===== src/hdl/tnig_front.sv =====
// ----------------------------------------------------------------------------
// tnig_front: input capture and queue
// Accept items into a two-entry queue holding command, position and reference.
// ----------------------------------------------------------------------------
`default_nettype none
module tnig_front #(
    parameter int COORD_BITS = 24
) (
    input  wire                      i_clk,
    input  wire                      i_rst_n,
    input  wire                      i_valid,
    output logic                     o_ready,
    input  wire  [6*COORD_BITS:0]    i_item,
    output logic                     o_valid,
    input  wire                      i_ready,
    output logic [6*COORD_BITS:0]    o_item
);
    logic [6*COORD_BITS:0] r_q [2];
    logic                  r_wp, r_rp;
    logic [1:0]            r_cnt;
    logic                  w_push, w_pop;

    assign o_ready = (r_cnt != 2'd2);
    assign o_valid = (r_cnt != 2'd0);
    assign o_item  = r_q[r_rp];
    assign w_push  = i_valid && o_ready;
    assign w_pop   = o_valid && i_ready;

    always_ff @(posedge i_clk) begin
        if (w_push) begin
            r_q[r_wp] <= i_item;
        end
        if (!i_rst_n) begin
            r_wp  <= 1'b0;
            r_rp  <= 1'b0;
            r_cnt <= 2'd0;
        end else begin
            if (w_push) r_wp <= ~r_wp;
            if (w_pop)  r_rp <= ~r_rp;
            r_cnt <= r_cnt + {1'b0, w_push} - {1'b0, w_pop};
        end
    end
endmodule
`default_nettype wire


===== config.mk =====
export PLATFORM = sky130hd
export DESIGN_NAME = tnig_front
export DESIGN_NICKNAME = d
export VERILOG_FILES = /design/src/hdl/tnig_front.sv
export SDC_FILE = /design/constraint.sdc
export NUM_CORES = 1
export LEC_CHECK = 0
export ABC_AREA = 1
export BUFFER_PORTS_ARGS = -buffer_cell sky130_fd_sc_hd__buf_2
export CORE_ASPECT_RATIO = 2
export CORE_MARGIN = 2
export CORE_UTILIZATION = 50
export CTS_BUF_LIST = sky130_fd_sc_hd__clkbuf_8
export CTS_CLUSTER_SIZE = 16
export DETAILED_ROUTE_END_ITERATION = 10
export HOLD_SLACK_MARGIN = 0.06
export PLACE_DENSITY = 0.81
export REMOVE_ABC_BUFFERS = 1
export SKIP_CTS_REPAIR_TIMING = 1
export SYNTH_ARGS = -nofsm -noshare
export SYNTH_HDL_FRONTEND = slang
export SYNTH_SLANG_ARGS = --single-unit

===== constraint.sdc =====
create_clock -name i_clk -period 10.9 [get_ports i_clk]
set_input_delay 2.725 -clock i_clk [delete_from_list [all_inputs] [get_ports i_clk]]
set_output_delay 2.725 -clock i_clk [all_outputs]
set_load 0.02 [all_outputs]

* Word-level counts from Yosys, hierarchy flattened
Memory sizes are Yosys's and may differ from the RTL's. A register that Yosys moved wholly into a read port is not among the register bits. Cells that the tools add are included.
Storage, ports and cells: bits in writable memories 290, input port bits 149, memories 1, register bits after elaboration 4, output and inout port bits 147
Memory list:
- r_q | depth 2, bits a word 145, rd ports 1, clocked after memory_dff 1, wr ports 1, line 18 | logic [6*COORD_BITS:0] r_q [2];
Operators by class: mux-type cells 4, reduce and logical (&&, ||, !) cells 3, bitwise logic cells 2, add/subtract/negate cells 2, equal/unequal tests 1
Operator list (number):
- 2-to-1 mux 1 bit | 4
- adder 2 x 1 -> 2 bit | 1
- logical AND 1 bit | 2
- inequality test 2 bit, second input constant | 1
- NOT 1 bit | 2
- nonzero test 2 bit | 1
- subtractor 2 x 1 -> 2 bit | 1

* Depth between registers and ports, before layout
Gate-level depths: netlist of the first run.
word-level depth 4, mapped depth 11, gate-level depth less buffers 11

* Worst setup path before layout of the first run
OpenSTA, ideal clock, no wires.
path type in2reg, from input port i_valid, to memory r_q[0][0] (netlist bit) (enable), arrival 8.823 ns, buffers on the path 0, cell stages on the path 2, setup time 0.651 ns, data required time 10.249 ns, setup slack 1.425 ns, cell sequence nand2_1 > nor2_1
Between the ends: word-level cells in the longest chain between the ends 3
Ends and longest elaborated chain:
- start, declared | line 11 | input wire i_valid,
- logical AND 1 bit | line 26 | assign w_push = i_valid && o_ready;
- 2-to-1 mux 1 bit | line 30 | if (w_push) begin
- 2-to-1 mux 1 bit (implied by the code) | line 31 | r_q[r_wp] <= i_item;
- end, declared | line 18
Every way passes these cells.

==> results.md, run 1 <==
- Worst skew pair latency: 0.53 ns
- RSZ-0062 raised after global routing: false
- CP max FO: 61
- TritonCTS Buffers: 39
- Post-route DRC: 0
- DP Worst Slack: 5.98 ns
- First-pass GRT wire length: 30,900 um
- Initial core utilization: 0.507
- Setup TNS: 0 ns
- Worst hold path depth: 2
- Worst R2R Path Depth: 5
- Port bufs: 295
- CP Launch Type: flop
- Wire per inst: 19.4 um
- Crit path required time: 8.18 ns
- TritonCTS clock tree: done
- Number of synthesized register bits: 295
- GRT Residual Overflow: 0
- Clock sinks: 295
- Mean Syn Cell Area: 22.4 um2
- Clk buf depth: 3
- CTS root buffer: clkbuf_8
- Area Growth Syn to Fin: 23.4%
- Min setup slack post-route: 5.62 ns
- Cell Rows: 76
- Ports: 296
- Die area: 23,100 um2
- Antenna Nets Post-Route: 0
- Clock Skew: 0.0175 ns
- Fmax: 189 MHz
- Sequential share of the synthesized area: 0.809
- Routed WL: 21,800 um
- Clock transition at the registers of the reported paths: 0.07 ns
- Hold WS: 0.513 ns
- Final Util: 0.626
- Fill cell count: 1,611
- Largest net degree at the start of global routing: 77
- Final Max Tran Viols: 0
- Unique masters post-synth: 12
- Initial antenna violation count: 10
- Drt pass-1 iters: 4
- Final Hold Violating Endpoints: 0
- CP Class: reg2out
- Htree depth: 2
- RePlAce Congestion: 0.788
- Path type of the worst min-delay path: reg2reg
- Global Route Usage Sum: 0.182
- Iteration-0 DRC count of the detailed router: 269
- Worst Tran Pin Value: 0.997 ns
- Synthesized area: 10,900 um2
- Max_cap viols: 0
- Ys Warns: 0
- Die W: 108 um
- Run status: finished clean
- Routed vias: 5,645
- Tmin final: 5.28 ns
- Area of the multi-input gates: 1940 um2
- Final Setup Violations: 0
- Highest-count cells in the layout ignoring fill and taps: buf_2, edfxtp_1, mux2_2
- DP Wirelength: 14,700 um
- Slew margin rel.: 0.335
- Lkg Pwr: 0.00517 uW
- Vias in the first global route: 5,912
- CP Data Arrival Time: 2.56 ns
- CORE AREA: 21,500 um2
- Crit share post-route: 0.485
- R2R setup slack: 8.24 ns
- Synth Instances: 487
- Share of cells above drive strength 1: 0.589
- Maximum VDD drop: 0.172 mV
- Layout net count: 963
- Sequential cell area: 8810 um2
- Die Y: 213 um
- Commonest non-fill, non-tap cell in the layout: buf_2
- Critical Path End Type: primary output
- Vias per cell: 5.03
- Pwr dens: 234 nW/um2
[worst paths after layout]
check / startpoint / end
setup / recovery: flop / o_item[75]
hold / removal: r_rp / r_rp
setup reg to reg: r_cnt[0] / r_q[1][80]
hold reg to reg: r_rp / r_rp
[worst max-delay path, stage by stage, from the launching register on]
cell	delay [ns]
dfxtp_4	0.60
buf_4	0.78
mux2_2	0.43
buf_2	0.16
[registers in the layout (all words and copies together), names as in the netlist, named ones only]
name / count
r_cnt: 2
r_q: 290
r_rp: 1
r_wp: 1
[report_power, final]
part | leakage [uW] | total [uW] | internal, uW | switching (uW)
clock network | 0.000430 | 818 | 438 | 380
logic | 0.00199 | 849 | 336 | 512
registers | 0.00275 | 1490 | 1440 | 49.0
[per-layer routing]
metal  GRT usage  wire length, um  up-vias
met5           0               25        -
met2       0.331            12300      219
li1            -                -     2590
met4       0.126             1210        4
met1       0.176             7000     2766
met3      0.0446             1310       66
[per-stage QoR]
step / power, uW / instance area [um2] / cells
floorplan: 2140 / 10800 / 471
global placement: 2350 / 12600 / 1044
detailed placement: 2370 / 12600 / 1044
CTS: 3190 / 13400 / 1115
global route: 3280 / 13400 / 1123
finish: 3150 / 13400 / 1123
[synthesized netlist by cell type]
| master | n | area (um2) |
|---|---|---|
| dfxtp_1 | 5 | 100 |
| mux2_4 | 50 | 751 |
| buf_2 | 9 | 45.0 |
| ha_1 | 2 | 25.0 |
| buf_6 | 7 | 78.8 |
| nand2_1 | 9 | 33.8 |
| inv_1 | 7 | 26.3 |
| nor2_1 | 8 | 30.0 |
| a21oi_1 | 2 | 10.0 |
| mux2_2 | 95 | 1070 |
| edfxtp_1 | 290 | 8710 |
| nand3_1 | 3 | 15.0 |
[layout make-up]
cell class,count,share of cell area
antenna,8,0.00149
clock buffer,40,0.0409
clock inverter,31,0.0174
inverter,7,0.00233
multi-input combinational,169,0.144
sequential,295,0.655
tap,273,0.0254
timing repair buffer,300,0.113
[cells by family after synthesis]
kind of cell / share of synthesized area
mux: 0.167
flops: 0.809
compound gates: 0.000919
buf+inv: 0.0138
simple gates: 0.00724
fa+ha+maj: 0.00230
No activity file was read; power rests on OpenSTA's default activity.
==> inputs of run 2 (changes only) <==
==> constraint.sdc (replaced) <==
create_clock -name i_clk -period 4.9 [get_ports i_clk]
set_input_delay 1.225 -clock i_clk [delete_from_list [all_inputs] [get_ports i_clk]]
set_output_delay 1.225 -clock i_clk [all_outputs]
set_load 0.02 [all_outputs]
==> results.md, run 2 (synthesized netlist as in run 1, its figures left out) <==
- CP Data Arrival Time: 2.22 ns
- Largest net degree at the start of global routing: 146
- Biggest regs: r_q (290), r_cnt (2)
- Die Y: 213 um
- Tot Pwr: 6840 uW
- Area Growth Syn to Fin: 22.6%
- Layout net count: 962
- Htree depth: 2
- Path type of the worst min-delay path: reg2reg
- TritonCTS Buffers: 38
- Cell Chain, Critical Path: buf_12 > mux2_2 > buf_2
- Ports: 296
- Wire per inst: 19.4 um
- Drt pass-1 iters: 4
- RePlAce Congestion: 0.799
- Crit path required time: 3.67 ns
- Routed vias: 5,571
- Fmax: 290 MHz
- Vias per cell: 5.02
- CP Launch Type: flop
- Clock sinks: 295
- Clk buf depth: 3
- Crit path buf inv count: 2
- First-pass GRT wire length: 30,900 um
- Routed WL: 21,500 um
- Max_cap viols: 0
- Slowest stage delay, CP: 0.61 ns
- DP Wirelength: 14,300 um
- Commonest non-fill, non-tap cell in the layout: buf_2
- Final Hold Violating Endpoints: 0
- Die area: 23,100 um2
- CORE AREA: 21,500 um2
- Final Setup Violations: 0
- Worst Tran Pin Value: 0.937 ns
- Worst skew pair latency: 0.51 ns
- Cell Rows: 76
- Final Max Tran Viols: 0
- Final instance area: 13,400 um2
- Share of cells above drive strength 1: 0.593
- Lkg Pwr: 0.00514 uW
- Initial core utilization: 0.507
- Maximum VDD drop: 0.547 mV
- Placed Area: 12,700 um2
- Global Route Usage Sum: 0.181
- Fill cell count: 1,604
- CTS root buffer: clkbuf_8
- Clock transition at the registers of the reported paths: 0.06 ns
- CP max FO: 145
- Die W: 108 um
- RSZ-0062 raised after global routing: false
- Run status: finished clean
- Slew margin rel.: 0.375
- Crit share post-route: 0.703
- Critical path's top delay family: buffers and inverters
- Antenna Nets Post-Route: 0
- Iteration-0 DRC count of the detailed router: 218
- Critical Path End Type: primary output
- Vias in the first global route: 5,972
- GRT Residual Overflow: 0
- Port bufs: 295
- Initial antenna violation count: 7
- Pwr dens: 512 nW/um2
- Clock Skew: 0.0132 ns
- CP Class: reg2out
- Post-route DRC: 0
- Crit-path slowest cell: buf_12
- TritonCTS clock tree: done
- Highest-count cells in the layout ignoring fill and taps: buf_2, edfxtp_1, mux2_2
- Biggest register: r_q
- Tmin final: 3.44 ns
- Max reg flops: 290
-- run 2: cell count changes in the layout (fill, tap and decap cells not counted), sizes merged --
cell,previous run,this run
clkinv,12,5
diode,8,4
bufinv,4,2
clkinvlp,3,1
inv,19,21
clkbuf,40,39
-- run 2: path summary, 6_finish.rpt --
kind                            startpoint  slack, ns  cells past startpoint           to
worst min-delay path                  r_rp       0.50                      2         flop
worst max-delay path                  flop       1.46                      3   o_item[69]
worst min register to register        r_rp       0.50                      2         flop
worst max register to register    r_cnt[0]       2.60                      5  r_q[1][132]
-- run 2: routing by layer --
layer  vias up  global-route usage  routed length, um
met5         -                   0                 40
met3        69              0.0424               1240
met4         6               0.112               1120
met2       229               0.334              12300
met1      2699               0.176               6750
li1       2568                   -                  -
-- run 2: per-stage QoR --
step | worst slack (ns) | hold slack, ns | cells | util | TNS [ns]
final | 1.46 | 0.503 | 1109 | 0.621 | 0
after global routing | 1.36 | 0.559 | 1109 | 0.621 | 0
after CTS | 1.43 | 0.514 | 1105 | 0.621 | 0
after detailed placement | 1.94 | 0.499 | 1044 | 0.589 | 0
after global placement | 1.94 | 0.483 | 1044 | 0.589 | 0
after floorplan | -3.07 | 0.467 | 471 | - | -612.49
-- run 2: area by class of cell --
cell class                      count  area, um2  area share
Inverter                            7       31.3     0.00234
Tap cell                          273        342      0.0256
Multi-Input combinational cell    169       1940       0.145
Antenna cell                        4       10.0    0.000749
Clock inverter                     22        143      0.0107
Timing Repair Buffer              300       1540       0.115
Clock buffer                       39        537      0.0402
Sequential cell                   295       8810       0.660
-- run 2: power breakdown --
group	internal [uW]	leakage (uW)	switching [uW]
clock network	839	0.000398	806
logic	759	0.00200	1160
registers	3190	0.00275	84.3
-- run 2: tightest hold or removal path, stage by stage (launching register included) --
cell     delay (ns)
dfxtp_1        0.33
nor2_1         0.06
nor2_1         0.08
